## src/rtl/ipps_pkg.sv

```systemverilog
// Shared types and constants for the IPv4 prefix packet steering block.
package ipps_pkg;

  // Frame layout
  localparam logic [5:0] EthTypeHiOffset = 6'd12;
  localparam logic [5:0] EthTypeLoOffset = 6'd13;
  localparam logic [5:0] SrcStartPlain   = 6'd26;  // 14 byte header + 12
  localparam logic [5:0] SrcStartVlan    = 6'd30;  // plus 4 byte tag
  localparam logic [5:0] OffsetMax       = 6'd63;
  localparam logic [15:0] VlanTpid       = 16'h8100;

  // Prefix handling
  localparam int unsigned BinBits       = 8;
  localparam logic [4:0]  MaxPrefixLen  = 5'd24;

  // Configuration port
  localparam int unsigned CfgDataWidth = 32;

  typedef enum logic [0:0] {
    REG_PREFIX_ADDRESS = 1'b0,
    REG_PREFIX_LENGTH  = 1'b1
  } cfg_reg_t;

  // Captured addresses of one finished frame
  typedef struct packed {
    logic [31:0] source_address;
    logic [31:0] destination_address;
    logic        too_short;
  } frame_rec_t;

  // Front to queue push
  typedef struct packed {
    logic       push;
    frame_rec_t rec;
  } front_push_t;

endpackage

```

## src/rtl/ipps_front.sv

```systemverilog
// Byte parser: tracks offset, ethertype and VLAN tag, captures both addresses.
module ipps_front import ipps_pkg::*; (
  input  logic        clk,
  input  logic        rst,
  input  logic        accept,
  input  logic [7:0]  frame_byte,
  input  logic        last_byte,
  output front_push_t push_out
);

  logic [5:0]  byte_offset;
  logic [7:0]  ethertype_upper;
  logic        vlan_tagged;
  logic [31:0] source_address;
  logic [31:0] destination_address;

  logic [5:0]  byte_offset_next;
  logic [7:0]  ethertype_upper_next;
  logic        vlan_tagged_next;
  logic [31:0] source_address_next;
  logic [31:0] destination_address_next;
  logic [5:0]  src_start;

  // Decode the current byte's role and build next state
  always_comb begin
    src_start = vlan_tagged ? SrcStartVlan : SrcStartPlain;
    ethertype_upper_next     = ethertype_upper;
    vlan_tagged_next         = vlan_tagged;
    source_address_next      = source_address;
    destination_address_next = destination_address;
    if (byte_offset == EthTypeHiOffset) begin
      ethertype_upper_next = frame_byte;
    end else if (byte_offset == EthTypeLoOffset) begin
      vlan_tagged_next = ({ethertype_upper, frame_byte} == VlanTpid);
    end else if (byte_offset >= src_start && byte_offset < src_start + 6'd4) begin
      source_address_next = {source_address[23:0], frame_byte};
    end else if (byte_offset >= src_start + 6'd4 && byte_offset < src_start + 6'd8) begin
      destination_address_next = {destination_address[23:0], frame_byte};
    end
    byte_offset_next = (byte_offset < OffsetMax) ? byte_offset + 6'd1 : byte_offset;
  end

  // Hand the finished frame to the queue on its last beat
  always_comb begin
    push_out.push                    = accept && last_byte;
    push_out.rec.source_address      = source_address_next;
    push_out.rec.destination_address = destination_address_next;
    push_out.rec.too_short           = (byte_offset < src_start + 6'd7);
  end

  // Advance on every accepted beat, clear at frame end
  always_ff @(posedge clk) begin
    if (rst) begin
      byte_offset         <= '0;
      ethertype_upper     <= '0;
      vlan_tagged         <= 1'b0;
      source_address      <= '0;
      destination_address <= '0;
    end else if (accept) begin
      if (last_byte) begin
        byte_offset         <= '0;
        ethertype_upper     <= '0;
        vlan_tagged         <= 1'b0;
        source_address      <= '0;
        destination_address <= '0;
      end else begin
        byte_offset         <= byte_offset_next;
        ethertype_upper     <= ethertype_upper_next;
        vlan_tagged         <= vlan_tagged_next;
        source_address      <= source_address_next;
        destination_address <= destination_address_next;
      end
    end
  end

endmodule

```

## src/rtl/ipps_queue.sv

```systemverilog
// Two-entry queue of finished frame records between parser and matcher.
module ipps_queue import ipps_pkg::*; (
  input  logic        clk,
  input  logic        rst,
  input  front_push_t push_in,
  input  logic        pop,
  output logic        full,
  output logic        head_valid,
  output frame_rec_t  head
);

  frame_rec_t  entries [2];
  logic        wr_ptr;
  logic        rd_ptr;
  logic [1:0]  count;
  logic        do_push;
  logic        do_pop;

  assign full       = (count == 2'd2);
  assign head_valid = (count != 2'd0);
  assign head       = entries[rd_ptr];
  assign do_push    = push_in.push && !full;
  assign do_pop     = pop && head_valid;

  // Store pushed records
  always_ff @(posedge clk) begin
    if (do_push) begin
      entries[wr_ptr] <= push_in.rec;
    end
  end

  // Track pointers and fill level
  always_ff @(posedge clk) begin
    if (rst) begin
      wr_ptr <= 1'b0;
      rd_ptr <= 1'b0;
      count  <= '0;
    end else begin
      if (do_push) begin
        wr_ptr <= ~wr_ptr;
      end
      if (do_pop) begin
        rd_ptr <= ~rd_ptr;
      end
      case ({do_push, do_pop})
        2'b10:   count <= count + 2'd1;
        2'b01:   count <= count - 2'd1;
        default: count <= count;
      endcase
    end
  end

endmodule

```

## src/rtl/ipps_back.sv

```systemverilog
// Prefix matcher: masks both addresses, picks the bin, holds the result beat.
module ipps_back import ipps_pkg::*; (
  input  logic        clk,
  input  logic        rst,
  input  logic [31:0] prefix_address,
  input  logic [4:0]  prefix_length,
  input  logic        head_valid,
  input  frame_rec_t  head,
  output logic        pop,
  output logic        out_valid,
  input  logic        out_ready,
  output logic        matched,
  output logic        used_destination,
  output logic [7:0]  bin,
  output logic        too_short
);

  logic [4:0]         len;
  logic [31:0]        mask;
  logic [31:0]        net;
  logic [4:0]         shr;
  logic               src_hit;
  logic               dst_hit;
  logic               matched_next;
  logic               used_destination_next;
  logic [BinBits-1:0] bin_next;

  // Build mask and compare both addresses against the prefix
  always_comb begin
    len     = (prefix_length > MaxPrefixLen) ? MaxPrefixLen : prefix_length;
    mask    = ~(32'hFFFF_FFFF >> len);
    net     = prefix_address & mask;
    shr     = MaxPrefixLen - len;
    src_hit = ((head.source_address & mask) == net);
    dst_hit = ((head.destination_address & mask) == net);
    matched_next          = 1'b0;
    used_destination_next = 1'b0;
    bin_next              = '0;
    if (!head.too_short) begin
      if (src_hit) begin
        matched_next = 1'b1;
        bin_next     = BinBits'(head.source_address >> shr);
      end else if (dst_hit) begin
        matched_next          = 1'b1;
        used_destination_next = 1'b1;
        bin_next              = BinBits'(head.destination_address >> shr);
      end
    end
  end

  // Take the next record whenever the output register is free or draining
  assign pop = head_valid && (!out_valid || out_ready);

  // Output valid
  always_ff @(posedge clk) begin
    if (rst) begin
      out_valid <= 1'b0;
    end else if (!out_valid || out_ready) begin
      out_valid <= head_valid;
    end
  end

  // Output payload
  always_ff @(posedge clk) begin
    if (pop) begin
      matched          <= matched_next;
      used_destination <= used_destination_next;
      bin              <= bin_next;
      too_short        <= head.too_short;
    end
  end

endmodule

```

## src/rtl/ipv4_prefix_packet_steering.sv

```systemverilog
// Top level: configuration registers and the parser, queue and matcher.
//
// Usage:
//   Frame bytes enter on the in channel (in_valid / in_ready), one beat per
//   byte in wire order, with last_byte set on the final byte. Each frame gives
//   exactly one result beat on the out channel (out_valid / out_ready) carrying
//   matched, used_destination, bin and too_short.
//   prefix_address and prefix_length are written through cfg_write, cfg_index
//   and cfg_data while no frame is in flight; lengths above 24 act as 24.
// Timing:
//   One byte per cycle is sustained while out_ready stays high, and one frame
//   per cycle for one-byte frames. After a frame's last byte is accepted, its
//   record enters the queue at the accepting edge and moves on into the
//   matcher's output register once that register is free or being drained.
//   A two-entry queue between parser and matcher lets the parser keep taking
//   bytes while a result waits; in_ready drops only when the output register
//   and both queue entries hold finished frames, i.e. three results wait on a
//   stalled out channel. It rises again the cycle after a result is taken.
// Reset:
//   rst clears the parser state, the queue and out_valid, and sets both
//   configuration registers to zero. No clearing pass is needed.
module ipv4_prefix_packet_steering import ipps_pkg::*; (
  input  logic                    clk,
  input  logic                    rst,
  input  logic                    in_valid,
  output logic                    in_ready,
  input  logic [7:0]              frame_byte,
  input  logic                    last_byte,
  output logic                    out_valid,
  input  logic                    out_ready,
  output logic                    matched,
  output logic                    used_destination,
  output logic [7:0]              bin,
  output logic                    too_short,
  input  logic                    cfg_write,
  input  logic [0:0]              cfg_index,
  input  logic [CfgDataWidth-1:0] cfg_data
);

  logic [31:0] prefix_address;
  logic [4:0]  prefix_length;
  logic        accept;
  logic        full;
  logic        head_valid;
  logic        pop;
  front_push_t push;
  frame_rec_t  head;

  assign in_ready = !full;
  assign accept   = in_valid && in_ready;

  // Configuration registers
  always_ff @(posedge clk) begin
    if (rst) begin
      prefix_address <= '0;
      prefix_length  <= '0;
    end else if (cfg_write) begin
      unique case (cfg_reg_t'(cfg_index))
        REG_PREFIX_ADDRESS: prefix_address <= cfg_data[31:0];
        REG_PREFIX_LENGTH:  prefix_length  <= cfg_data[4:0];
        default: ;
      endcase
    end
  end

  ipps_front u_front (
    .clk        (clk),
    .rst        (rst),
    .accept     (accept),
    .frame_byte (frame_byte),
    .last_byte  (last_byte),
    .push_out   (push)
  );

  ipps_queue u_queue (
    .clk        (clk),
    .rst        (rst),
    .push_in    (push),
    .pop        (pop),
    .full       (full),
    .head_valid (head_valid),
    .head       (head)
  );

  ipps_back u_back (
    .clk              (clk),
    .rst              (rst),
    .prefix_address   (prefix_address),
    .prefix_length    (prefix_length),
    .head_valid       (head_valid),
    .head             (head),
    .pop              (pop),
    .out_valid        (out_valid),
    .out_ready        (out_ready),
    .matched          (matched),
    .used_destination (used_destination),
    .bin              (bin),
    .too_short        (too_short)
  );

endmodule

```

## config.mk

```make
export PLATFORM = sky130hd
export DESIGN_NAME = ipv4_prefix_packet_steering
export DESIGN_NICKNAME = d
export VERILOG_FILES = /design/src/rtl/ipps_pkg.sv /design/src/rtl/ipps_front.sv /design/src/rtl/ipps_queue.sv /design/src/rtl/ipps_back.sv /design/src/rtl/ipv4_prefix_packet_steering.sv
export SDC_FILE = /design/constraint.sdc
export NUM_CORES = 1
export LEC_CHECK = 0
export ABC_CLOCK_PERIOD_IN_PS = 5800
export BUFFER_PORTS_ARGS = -buffer_cell sky130_fd_sc_hd__buf_2
export CORE_MARGIN = 10
export CORE_UTILIZATION = 29
export DETAILED_ROUTE_END_ITERATION = 8
export GPL_TIMING_DRIVEN = 0
export PLACE_DENSITY = 0.46
export SKIP_LAST_GASP = 1
export SLEW_MARGIN = 20
export SYNTH_ARGS = -nofsm -noshare
export SYNTH_HDL_FRONTEND = slang
export SYNTH_SLANG_ARGS = --single-unit
```

## constraint.sdc

```tcl
create_clock -name clk -period 5.8 [get_ports clk]
set_input_delay 1.16 -clock clk [delete_from_list [all_inputs] [get_ports clk]]
set_output_delay 1.16 -clock clk [all_outputs]
set_load 0.01 [all_outputs]
```

======== Word-level counts from Yosys, hierarchy flattened ========
Memories as Yosys holds them, arrays and structs flattened. A register that Yosys moved wholly into a read port is not among the register bits.
Index checks and enable logic that the tools add are counted.
storage, ports and cells
  register bits ........................... 132
  RAM bits ................................ 130
  bits of input ports ..................... 47
  output and inout port bits .............. 13
  word-level logic and storage cells ...... 97
  memories ................................ 1
memories
  name             depth  bits a word  rd ports  clocked after Yosys merged registers in  write ports  line              source
  u_queue.entries  2      65           1         1                                        1            ipps_queue.sv:12  frame_rec_t entries [2];
operators by class
  $add $sub $neg .......................... 7
  $lt $le $gt $ge ......................... 7
  equal/unequal tests ..................... 9
  shift operators ......................... 3
  multiplexer cells ....................... 27
  bitwise operators ....................... 7
  reductions and logical operators ........ 21
operators by type and width
  cell                                                   number
  2-to-1 mux 32 bit                                      9
  AND 32 bit                                             3
  equality test 32 bit                                   2
  right shift 32 x 5 -> 8 bit                            2
  2-to-1 mux 8 bit                                       4
  NOT 32 bit                                             1
  right shift 32 x 5 -> 32 bit (first input constant)    1
  < comparator 6 bit                                     3
  equality test 16 bit (second input constant)           1
  adder 6 x 3 -> 6 bit (second input constant)           2
  equality test 6 x 4 -> 1 bit (second input constant)   2
  >= comparator 6 bit                                    2
  2-to-1 mux 6 bit                                       2
  nonzero test 2 bit                                     5
  2-to-1 mux 1 bit                                       9
  AND reduction 2 bit                                    4
  logical AND 1 bit                                      7
  adder 6 x 1 -> 6 bit (second input constant)           1
  adder 6 x 4 -> 6 bit (second input constant)           1
  < comparator 6 bit (second input constant)             1
  greater-than comparator 5 bit (second input constant)  1
  2-to-1 mux 5 bit                                       1
  subtractor 5 bit (first input constant)                1
  equality test 2 bit (second input constant)            2
  other kinds (11)                                       14

======== Depth between registers and ports, before layout ========
Gate-level depths: netlist of the first run.
  word-level depth ........................ 9
  mapped depth ............................ 15
  mapped depth without buffers ............ 12

======== Modules after synthesis ========
Synthesis of the first run repeated with hierarchy kept, for this count alone.
second synthesis, totals
  cell total of the unflattened synthesis .. 1292
  area total of the unflattened synthesis .. 14722.9 µm²
modules (own cells, without submodules)
  module                       instances  cells an instance  area an instance (µm²)  sequential area each (µm²)
  ipps_queue                   1          228                4897.2                  4003.8
  ipps_back                    1          501                4236.6                  350.3
  ipps_front                   1          399                3891.2                  1581.5
  ipv4_prefix_packet_steering  1          164                1697.9                  740.7

======== Worst setup path after synthesis of the first run ========
No wires, ideal clock.
  path type ............................... input -> register
  from .................................... input last_byte
  to ...................................... memory u_queue.entries[0][0] in the netlist's numbering, enable pin
  library setup time ...................... 0.489 ns
  arrival ................................. 4.294 ns
  data required time ...................... 5.311 ns
  setup slack ............................. 1.017 ns
  stages .................................. 3
  path buffers ............................ 1
  cells stage by stage .................... clkbuf_1 > nand2_1 > nor2_1
on the way
  word-level cells in the longest chain between the ends .. 4
RTL lines
  what                                    line                               source
  start: declaration                      ipv4_prefix_packet_steering.sv:28  input logic last_byte,
  logical AND 1 bit                       ipps_front.sv:45                   push_out.push = accept && last_byte;
  logical AND 1 bit                       ipps_queue.sv:22                   assign do_push = push_in.push && !full;
  2-to-1 mux 1 bit                        ipps_queue.sv:27                   if (do_push) begin
  2-to-1 mux 1 bit (implied by the code)  ipps_queue.sv:28                   entries[wr_ptr] <= push_in.rec;
  end: declaration                        ipps_queue.sv:12
No other way between the ends.

======== Worst setup path after layout of the first run ========
  from .................................... register prefix_length[4]
  to ...................................... register u_back.bin[7], data pin
on the way
  word-level cells in the longest chain between the ends .. 8
  elaborated cells between the ends (all ways) .. 14
  those cells by class .................... 1 x add/sub; 1 x order compare; 2 x eq/ne; 3 x shift; 3 x mux; 4 x bitwise
RTL lines
  what                                  line                               source
  start: declaration                    ipv4_prefix_packet_steering.sv:41  logic [4:0] prefix_length;
  start signal: assignment              ipv4_prefix_packet_steering.sv:60  REG_PREFIX_LENGTH: prefix_length <= cfg_data[4:0];
  greater-than comparator 5 bit         ipps_back.sv:30                    len = (prefix_length > MaxPrefixLen) ? MaxPrefixLen : prefix_length;
  2-to-1 mux 5 bit *                    ipps_back.sv:30
  right shift 32 x 5 -> 32 bit          ipps_back.sv:31                    mask = ~(32'hFFFF_FFFF >> len);
  NOT 32 bit                            ipps_back.sv:31
  AND 32 bit, on equally long branches  ipps_back.sv:35, ipps_back.sv:32
  equality test 32 bit                  ipps_back.sv:35                    dst_hit = ((head.destination_address & mask) == net);
  2-to-1 mux 8 bit                      ipps_back.sv:43                    end else if (dst_hit) begin
  2-to-1 mux 8 bit *                    ipps_back.sv:40                    if (src_hit) begin
  end signal: assignment                ipps_back.sv:68                    bin <= bin_next;
  end: declaration                      ipps_back.sv:14                    output logic [7:0] bin,
Mark *: on every way between the ends. The rest lies on a longest branch, timed or not.
A chain may end at the register's enable or synchronous reset.

==> impl_results.md, run 1 <==
- Post-Synth Adder-Cell Area: 1.24%
- Hold EP: u_front.source_address[29]
- Min-delay worst type: flop to flop
- Fin cells: 1949
- Remaining antenna violation count: 0
- CTS tree: yes
- Crit Path Max Fanout: 10
- Total routed wirelength: 50.9 mm
- Ys flop type: edfxtp_1
- DP HPWL: 39.5 mm
- Number of flops mapped to enable cells by yosys: 141
- PostCTS Resize Cnt: 0
- Slew @ Worst Pin: 917 ps
- Synthesized instance count: 1221
- P_leak: 0.00559 uW
- Via density: 5.67
- Worst R2R End: u_back.bin[7]
- Gpl congestion: 0.936
- Clock Skew: 34.1 ps
- Placed cell count: 1894
- R2R depth: 13
- Buffer depth of the longest clock path: 3
- Data required, critical path: between 6000 and 7000 ps
- Crit share post-route: 95.0%
- Die height: 241 um
- Syn Area/Cell: 11.6 um2
- Crit start category: flop
- Ys async rst share: 0%
- Clock sinks: 258
- Post-synthesis mux area share: 22.8%
- TritonCTS buffer count: 29
- Max-cap violation count: 0
- Relative slew slack: 37.1%
- Hold path startpoint: u_front.source_address[29]
- Post-route setup slack: 291 ps
- Port Buffer Count: 54
- Compound-Gate Fraction of Synth Area: about 14%
- GRT overflow: 0
- Clock root cell: clkbuf_16
- First-pass GRT wire length: ~74 mm
- Maximum clock rate: 182 MHz
- Largest family of logic cells by synthesized area: multiplexers
- Vias: 11100
- Most used cell, CP: clkbuf_1
- Seq/Total Area, Yosys: 46.4%
- Pre-antenna DRT Iters: 5
- #FFs+latches synth: ~260
- Fraction of layout cells with a size suffix above 1: between 20% and 30%
- Core area: 48000 um2
- Maximum vdd drop: 246 uV
- Reg2Reg Launch Point: prefix_length[4]
- Post-CTS Setup Inserts: 0
- Setup Crit Path Kind: flop to flop
- Pre-CTS setup slack: 505 ps
- R2r setup slk: 290 ps
- Largest net degree at the start of global routing: 50
- RSZ-0062 raised after global routing: no
- Worst path buffer plus inverter count: 8
- WL per Instance: 26.1 um
- Hold buffer count at CTS: 0
- YS warnings: 0
- Die Area: 58100 um2
- Critical path endpoint category: flop
- # rows: 80
- Crit-path cells: clkbuf_1 -> a21boi_1 -> inv_1 -> buf_1 -> ha_1 -> inv_1 -> ha_1 -> clkbuf_1 -> clkbuf_1 -> clkbuf_1 -> clkbuf_1 -> o311ai_0 -> a32o_1
- Hold Fails Final Rpt: 0
- Delay-heaviest family, CP: buffers and inverters
- Worst Hold Slack: 462 ps
- Simple-Gate Fraction of Synth Area: 7.93%
- Post-synth cell types: 65
- GRT Overall Usage: 17.3%
- Crit-path max cell delay: between 600 and 700 ps
- Final slew viol count: 0
- Pwr Density: between 300 and 400 nW/um2
- Final layout net count: between 1000 and 1500
- Antenna violations before repair: 0
- Cell count of the worst hold path: 1
- Status: finished clean
- Layout area overhead: 15.0%
- Htree depth: 1
- Final Power: 6240 uW
- Final min period: about 5500 ps
- Clock latency at the later pin of the worst-skew pair: 600 ps
- Vias in the first global route: roughly 11000
- Post-Synth XOR/XNOR Area: 3.71%
- Clock slew at reported path FFs: 80 ps
- Initial DRC Count: between 1000 and 1500
- Initial cell density of the core: 29.5%
- Post-route DRC: 0
- Die W: 241 um
- Syn nets: 1282
- Critical Path AT: between 5000 and 6000 ps
- I/O pins: 60
- Setup violators final: 0
- Netlist Area Pre-Place: approximately 14000 um2
- CP max stage cell: buf_1
==> flip-flops by register name (all words and copies together), names as in the netlist, 2 cells and up, named ones only <==
register / flops
prefix_length: 5
u_back.bin: 8
u_front.ethertype_upper: 8
prefix_address: 27
u_front.byte_offset: 6
u_queue.count: 2
u_front.destination_address: 32
u_queue.entries: 130
u_front.source_address: 32
==> layout by cell type, fill, tap and decap left out, types with 51 or more instances in the layout <==
cell type | synthesis | final
a21oi_1 | 87 | 87
nand2_1 | 118 | 118
mux4_2 | 62 | 62
dfxtp_1 | 117 | 117
edfxtp_1 | 141 | 141
mux2i_1 | 96 | 95
clkbuf_1 | 70 | 74
buf_2 | 11 | 65
mux2_2 | 74 | 74
a32o_1 | 70 | 70
nor2_1 | 52 | 51
==> cells in the mapped netlist, types with 4 or more instances <==
master | instances | area [um2]
nand4_1 | 4 | 25.0
a21oi_1 | 87 | 435
a311oi_1 | 4 | 35.0
nor3_1 | 17 | 85.1
o21a_1 | 7 | 52.6
clkbuf_1 | 70 | 263
nand2b_1 | 7 | 43.8
edfxtp_1 | 141 | 4230
ha_1 | 14 | 175
buf_6 | 7 | 78.8
a22o_1 | 4 | 35.0
nor4_1 | 5 | 31.3
buf_2 | 11 | 55.1
a22oi_1 | 11 | 82.6
o22ai_1 | 8 | 50.1
a31oi_1 | 14 | 87.6
inv_1 | 16 | 60.1
xnor2_1 | 46 | 403
and2_1 | 8 | 50.1
buf_1 | 6 | 22.5
a211oi_1 | 12 | 90.1
a211o_1 | 4 | 35.0
xor2_1 | 14 | 123
dfxtp_1 | 117 | 2340
mux2i_1 | 96 | 961
o21ai_1 | 10 | 50.1
a32o_1 | 70 | 701
nand2_1 | 118 | 443
o21ai_0 | 25 | 125
nor2b_1 | 4 | 25.0
mux4_2 | 62 | 1400
nand3_1 | 26 | 130
mux2_2 | 74 | 833
nor2_1 | 52 | 195
==> per-stage QoR <==
step | cell area [um2] | TNS [ps] | util (%)
after floorplan | 14200 | 0 | -
after global placement | 15200 | -73590 | 31.6
after detailed placement | 15300 | 0 | 31.9
after CTS | 16300 | 0 | 33.9
after global routing | 16300 | 0 | 33.9
final | 16300 | 0 | 33.9
==> layout make-up <==
class                   instances  area, um2
clock inverters                21        234
repair buffers                 58        358
inverters                      17       63.8
flip-flops and latches        258       6580
diodes                          1       2.50
plain buffers                  97        442
well taps                     615        769
clock buffers                  33        741
multi-input cells             849       7100
fillers                      4889      31800
==> worst max path at each step <==
stage / endpoint / slack (ps) / cells past startpoint / startpoint
2_1_floorplan: u_queue.entries[0][0] / 1020 / 3 / last_byte
3_3_place_gp: u_queue.entries[0][49] / -1140 / 3 / last_byte
3_5_place_dp: u_back.bin[7] / 500 / 13 / prefix_length[4]
4_1_cts: u_back.bin[7] / 490 / 13 / prefix_length[4]
5_1_grt: u_back.bin[7] / 170 / 13 / prefix_length[3]
6_report: u_back.bin[7] / 290 / 13 / prefix_length[4]
==> where the power goes <==
group	internal [uW]	switching (uW)	leakage [uW]	total, uW
Sequential	2060	70.7	0.00229	2130
Combinational	845	1370	0.00283	2210
Clock	1100	795	0.000466	1900
Total	4000	2230	0.00559	6240
==> layer usage <==
metal  vias to the layer above  global-route usage [%]  wire, um
li1                       4918                       -         -
met1                      5655                    24.4     23700
met2                       392                    25.3     21800
met3                        92                    3.73      3480
met4                         0                    6.50      2000
met5                         -                       0         0
==> kinds of logic (layout without fill, tap and decap cells) <==
group	Yosys count	in the layout
muxes	234	234
other	0	1
AOI/OAI and AO/OA	286	286
and+or+nand+nor	255	255
buffers and inverters	114	226
xor gates and xnor gates	60	60
adders and majority gates	14	14
DFF	258	258
Note: power is estimated with default switching activity, not from simulation.
==> run 2, diff against run 1 <==
--- a/config.mk
+++ b/config.mk
@@ -10,7 +10,6 @@
 export CORE_MARGIN = 10
 export CORE_UTILIZATION = 29
 export DETAILED_ROUTE_END_ITERATION = 8
-export GPL_TIMING_DRIVEN = 0
 export PLACE_DENSITY = 0.46
 export SKIP_LAST_GASP = 1
 export SLEW_MARGIN = 20
==> impl_results.md, run 2 (synthesized netlist as in run 1, its figures left out) <==
- GRT overflow: 0 (unchanged)
- Pwr Density: 368 nW/um2 (-3.9%)
- Largest registers: u_queue.entries (130), u_front.destination_address (32), u_front.source_address (32)
- Final min period: 4340 ps (-1170 ps)
- RSZ-0062 raised after global routing: no
- Vias in the first global route: 10200 (-5.1%)
- DP HPWL: 31.2 mm (-21%)
- Max-cap violation count: 0 (unchanged)
- Leading cell type in the layout, fill and taps excluded: edfxtp_1
- Clock root cell: clkbuf_16
- Hold EP: u_front.source_address[24]
- # rows: 80 (unchanged)
- Largest register FFs: 130 (unchanged)
- Commonest non-fill, non-tap cells in the layout: edfxtp_1, nand2_1, dfxtp_1
- Port Buffer Count: 58 (+7.4%)
- Setup violators final: 0 (unchanged)
- Buffer depth of the longest clock path: 3 (unchanged)
- GRT Overall Usage: 14.7% (-2.6 points)
- Die Area: 58100 um2 (unchanged)
- Status: finished clean
- Clock Skew: 21.2 ps (-12.9 ps)
- P_leak: 0.00549 uW (-1.8%)
- Hold buffer count at CTS: 0 (unchanged)
- Initial cell density of the core: 29.5% (unchanged)
- Filler cells: 4856 (-0.67%)
- Critical Path AT: 4660 ps (-1190 ps)
- Core area: 48000 um2 (unchanged)
- Gpl congestion: 0.874 (-6.7%)
- Vias: 10300 (-6.8%)
- Via density: 5.49 (-3.2%)
- Design Area, Final: 16000 um2 (-1.8%)
- Crit start category: flop
- Hold path startpoint: u_front.source_address[24]
- Post-route DRC: 0 (unchanged)
- Post-Route Setup TNS: 0 ps (unchanged)
- Reg2Reg Launch Point: prefix_length[3]
- Crit share post-route: 74.8% (-20 points)
- Clock slew at reported path FFs: 60 ps (-20 ps)
- Hold Fails Final Rpt: 0 (unchanged)
- Htree depth: 1 (unchanged)
- Maximum vdd drop: 220 uV (-10%)
- Antenna violations before repair: 0 (unchanged)
- Initial DRC Count: 800 (-30%)
- Crit Path Max Fanout: 24 (+14)
- Clock latency at the later pin of the worst-skew pair: 580 ps (-20 ps)
- Relative slew slack: 28.8% (-8.3 points)
- Cell count of the worst hold path: 1 (unchanged)
- Largest net degree at the start of global routing: 66 (+32%)
- Worst R2R End: u_back.bin[4]
- Min-delay worst type: flop to flop
- Maximum clock rate: 230 MHz (+27%)
- R2R depth: 12 (-1)
- I/O pins: 60 (unchanged)
- Clock sinks: 258 (unchanged)
- TritonCTS buffer count: 29 (unchanged)
- Final slew viol count: 0 (unchanged)
- Die height: 241 um (unchanged)
- Post-CTS Setup Inserts: 0 (unchanged)
- Most flop-heavy register: u_queue.entries
- Remaining antenna violation count: 0 (unchanged)
- Critical path endpoint category: flop
- Setup Crit Path Kind: flop to flop
- Total routed wirelength: 43.0 mm (-15%)
- CTS tree: yes
- Area post-placement: 15000 um2 (-1.7%)
- WL per Instance: 22.9 um (-12%)
- Data required, critical path: 6130 ps (about the same)
- Pre-antenna DRT Iters: 5 (unchanged)
- Final layout net count: 1299 (-5.3%)
- Fraction of layout cells with a size suffix above 1: 22.1% (+1.9 points)
- PostCTS Resize Cnt: 0 (unchanged)
- Diode count: 0 (-1)
- R2r setup slk: 1460 ps (+1170 ps)
- Slew @ Worst Pin: 1070 ps (+148 ps)
- Die W: 241 um (unchanged)
- First-pass GRT wire length: 65.0 mm (-12%)
- Layout area overhead: 12.9%
-- run 2: cell count changes in the layout (fill, tap and decap cells not counted), sizes merged --
| cell | delta |
|---|---|
| clkinvlp | -4 |
| bufinv | -2 |
| diode | -1 |
| clkinv | +3 |
| buf | -2 |
| clkbuf | -67 |
-- run 2: worst max path at each step --
stage                                start  cells past startpoint               endpoint  slack, ps
after global placement    prefix_length[3]                     12          u_back.bin[4]       1670
after floorplan                  last_byte                      3  u_queue.entries[0][0]       1020
final                     prefix_length[3]                     12          u_back.bin[4]       1460
after global routing      prefix_length[3]                     12          u_back.bin[4]       1270
after CTS                 prefix_length[3]                     12          u_back.bin[4]       1540
after detailed placement  prefix_length[3]                     12          u_back.bin[4]       1570
-- run 2: area by class of cell --
class / instances / area [um2] / share of cell area (%)
Sequential cell: 258 / 6580 / 41.2
Timing Repair Buffer: 83 / 510 / 3.19
Inverter: 17 / 63.8 / 0.399
Tap cell: 615 / 769 / 4.81
Clock buffer: 36 / 762 / 4.77
Multi-Input combinational cell: 849 / 7150 / 44.7
Clock inverter: 18 / 149 / 0.931
-- run 2: worst max-delay path: stages, from the launching register on --
cell       delay, ps
dfxtp_1          670
buf_4            320
nand2_1          120
nand2_1          110
ha_2             230
inv_1             80
ha_2             730
clkinv_1         530
mux2i_1          270
nor3_1            60
a2111oi_0        500
nor2_1           210
a32o_1           250
-- run 2: power breakdown --
group	switching, uW	internal [uW]	leakage, uW
combinational	1100	800	0.00274
sequential	150	2060	0.00229
clock	756	1020	0.000451
-- run 2: stage by stage --
stage | cells | total power, uW | utilization, % | worst slack, ps | hold WS (ps)
2_1_floorplan | 1221 | 3580 | - | 1020 | 436
3_3_place_gp | 1821 | 4160 | 31.3 | 1670 | 442
3_5_place_dp | 1821 | 4160 | 31.3 | 1570 | 451
4_1_cts | 1875 | 5950 | 33.2 | 1540 | 465
5_1_grt | 1876 | 6180 | 33.3 | 1270 | 473
6_report | 1876 | 5890 | 33.3 | 1460 | 464
-- run 2: routing by layer --
layer,GRT usage [%],share of wire (%)
met1,20.1,46
met2,22.6,45
met3,2.63,4.9
met4,5.49,3.7
met5,0,0
==> run 3, diff against run 2 <==
--- a/config.mk
+++ b/config.mk
@@ -5,12 +5,13 @@
 export SDC_FILE = /design/constraint.sdc
 export NUM_CORES = 1
 export LEC_CHECK = 0
-export ABC_CLOCK_PERIOD_IN_PS = 5800
+export ABC_AREA = 1
+export ABC_CLOCK_PERIOD_IN_PS = 3500
 export BUFFER_PORTS_ARGS = -buffer_cell sky130_fd_sc_hd__buf_2
 export CORE_MARGIN = 10
 export CORE_UTILIZATION = 29
 export DETAILED_ROUTE_END_ITERATION = 8
-export PLACE_DENSITY = 0.46
+export PLACE_DENSITY = 0.47
 export SKIP_LAST_GASP = 1
 export SLEW_MARGIN = 20
 export SYNTH_ARGS = -nofsm -noshare
==> constraint.sdc (replaced) <==
create_clock -name clk -period 3.5 [get_ports clk]
set_input_delay 0.7 -clock clk [delete_from_list [all_inputs] [get_ports clk]]
set_output_delay 0.7 -clock clk [all_outputs]
set_load 0.01 [all_outputs]
==> impl_results.md, run 3 <==
- Largest register FFs: 130 (unchanged)
- Diode count: 0 (unchanged)
- Synthesized instance count: 2100 (+72%)
- Core area: 50300 um2 (+4.6%)
- Commonest non-fill, non-tap cells in the layout: nand2_1, nand3_1, inv_1
- Synth cell count leaders: nand2_1, nand3_1, inv_1
- Via density: 4.93 (-10%)
- Post-route DRC: 0 (unchanged)
- #FFs+latches synth: 258 (unchanged)
- Data required, critical path: 3850 ps (-2280 ps)
- Relative slew slack: 28.6% (-0.25 points)
- Maximum clock rate: 308 MHz (+34%)
- Port Buffer Count: 58 (unchanged)
- Setup Crit Path Kind: flop to flop
- CTS tree: yes
- Ys flop type: edfxtp_1
- Status: finished clean
- Crit share post-route: 92.8% (+18 points)
- Total routed wirelength: 52.8 mm (+23%)
- Worst Hold Slack: 372 ps (-91.9 ps)
- GRT Overall Usage: 17.1% (+2.4 points)
- Final slew viol count: 0 (unchanged)
- Remaining antenna violation count: 0 (unchanged)
- Number of flops mapped to enable cells by yosys: 141 (unchanged)
- First-pass GRT wire length: 79.4 mm (+22%)
- Layout area overhead: 13.7%
- Clock Skew: 26.7 ps (+5.51 ps)
- Slew @ Worst Pin: 1060 ps (-5.23 ps)
- DP HPWL: 38.4 mm (+23%)
- Area post-placement: 15800 um2 (+5.2%)
- Yosys top cell by area: edfxtp_1
- Clock root cell: clkbuf_16
- Post-synth cell types: 39 (-40%)
- Die Area: 60400 um2 (+4.0%)
- Die W: 246 um (+2.0%)
- Netlist Area Pre-Place: 14800 um2 (+4.4%)
- Die height: 246 um (+2.0%)
- Maximum vdd drop: 438 uV (+99%)
- Pre-antenna DRT Iters: 5 (unchanged)
- Leading cell type in the layout, fill and taps excluded: nand2_1
- Vias in the first global route: 13000 (+28%)
- Critical path endpoint category: flop
- Gpl congestion: 0.869 (-0.52%)
- Most common cell in the netlist: nand2_1
- Max-cap violation count: 0 (unchanged)
- Antenna violations before repair: 0 (unchanged)
- GRT overflow: 0 (unchanged)
- RSZ-0062 raised after global routing: no
- Critical Path AT: 3590 ps (-1070 ps)
- Crit Path Max Fanout: 8 (-67%)
- Htree depth: 1 (unchanged)
- Syn nets: 2161 (+69%)
- Hold Fails Final Rpt: 0 (unchanged)
- Clock slew at reported path FFs: 60 ps (about the same)
- Most flop-heavy register: u_queue.entries
- Initial cell density of the core: 29.4% (-0.074 points)
- Largest net degree at the start of global routing: 76 (+15%)
- Pwr Density: 579 nW/um2 (+57%)
- P_leak: 0.00707 uW (+29%)
- Vias: 13900 (+35%)
- # rows: 82 (+2.5%)
- Syn Area/Cell: 7.04 um2 (-39%)
- Clock latency at the later pin of the worst-skew pair: 610 ps (+30 ps)
- TritonCTS buffer count: 31 (+6.9%)
- Design Area, Final: 16800 um2 (+5.1%)
- WL per Instance: 18.7 um (-18%)
- YS warnings: 0 (unchanged)
- I/O pins: 60 (unchanged)
- Crit start category: flop
- Area contributors post-synth: edfxtp_1, nand2_1, dfxtp_1
- Largest registers: u_queue.entries (130), u_front.destination_address (32), u_front.source_address (32)
- Seq/Total Area, Yosys: 44.5% (-1.9 points)
- Initial DRC Count: 934 (+17%)
- Setup violators final: 0 (unchanged)
- Ys async rst share: 0% (unchanged)
- Buffer depth of the longest clock path: 3 (unchanged)
- Min-delay worst type: input pin to flop
- Final layout net count: 2181 (+68%)
- Top-area cell type share of the netlist area: 28.6% (-1.3 points)
- Clock sinks: 258 (unchanged)
- Final min period: 3250 ps (-1090 ps)
- Fraction of layout cells with a size suffix above 1: 7.93% (-14 points)
run 3: changes by cell type in the layout (fill, tap and decap cells not counted), sizes merged, moves of 24 or more:
| cell | change |
|---|---|
| mux4 | -62 |
| nand3 | +247 |
| mux2 | -75 |
| a21oi | +50 |
| and2 | +24 |
| nor2 | +44 |
| a32o | -70 |
| nand2 | +623 |
| nand4 | +45 |
| mux2i | -97 |
| o21ai | +92 |
| inv | +183 |
| xnor2 | -46 |
run 3: logic make-up (layout without fill, tap and decap cells):
family	count (synthesis)	count (layout)	synth area share [%]
buffers and inverters	316	361	8.64
xor gates and xnor gates	2	2	0.119
adders and majority gates	14	14	1.18
and+or+nand+nor	1210	1210	34.8
AOI/OAI and AO/OA	300	300	10.7
DFF	258	258	44.5
run 3: layer usage:
layer	global-route usage [%]	part of all wire [%]
met5	0	0
met4	5.59	3.2
met3	2.69	5.6
met2	27.4	46
met1	23.0	45
run 3: layout make-up:
type	instances	area, um2
clock buffers	46	852
clock inverters	12	129
fillers	5468	33500
inverters	202	762
multi-input cells	1526	6960
flip-flops and latches	258	6580
well taps	672	841
repair buffers	101	688
run 3: report_power, final:
part / internal (uW) / leakage, uW / switching [uW] / total [uW]
Combinational: 819 / 0.00430 / 2320 / 3140
Sequential: 3380 / 0.00229 / 72.4 / 3450
Clock: 1830 / 0.000477 / 1320 / 3150
run 3: critical path: stages, from the launching register on:
cell,delay (ps)
dfxtp_1,440
inv_1,120
nand2_1,100
inv_1,40
o21ai_0,260
ha_2,270
inv_1,50
ha_1,200
inv_1,120
nand2_1,170
nand3_1,140
nand2_1,60
nor2_1,80
nand2_1,50
nor2_1,150
nand2_1,170
nor2_2,320
nor2_4,100
nand3_1,80
nand2_1,60
run 3: timing repair:
action / CTS / global route
gates resized for setup: 0 / 1
hold buffers: 0 / 0
setup buffers: 0 / 0
endpoints found under the setup margin: 0 / 3
run 3: final timing paths:
kind                        startpoint                         to  slack (ps)  depth (start not counted)
min                        cfg_data[1]           prefix_length[1]         370                          3
max                   prefix_length[0]              u_back.bin[4]         250                         19
min reg2reg  u_front.source_address[3]  u_front.source_address[3]         460                          2
max reg2reg           prefix_length[0]              u_back.bin[4]         250                         19
run 3: metrics by stage:
stage / cells / total power, uW / utilization [%] / setup slack [ps] / setup TNS (ps)
5_1_grt: 2817 / 10300 / 33.4 / 2.56 / 0
4_1_cts: 2817 / 9820 / 33.4 / 204 / 0
3_3_place_gp: 2759 / 6640 / 31.5 / 222 / 0
3_5_place_dp: 2759 / 6640 / 31.5 / 230 / 0
2_1_floorplan: 2100 / 5550 / - / -698 / -90780
6_report: 2817 / 9740 / 33.4 / 254 / 0
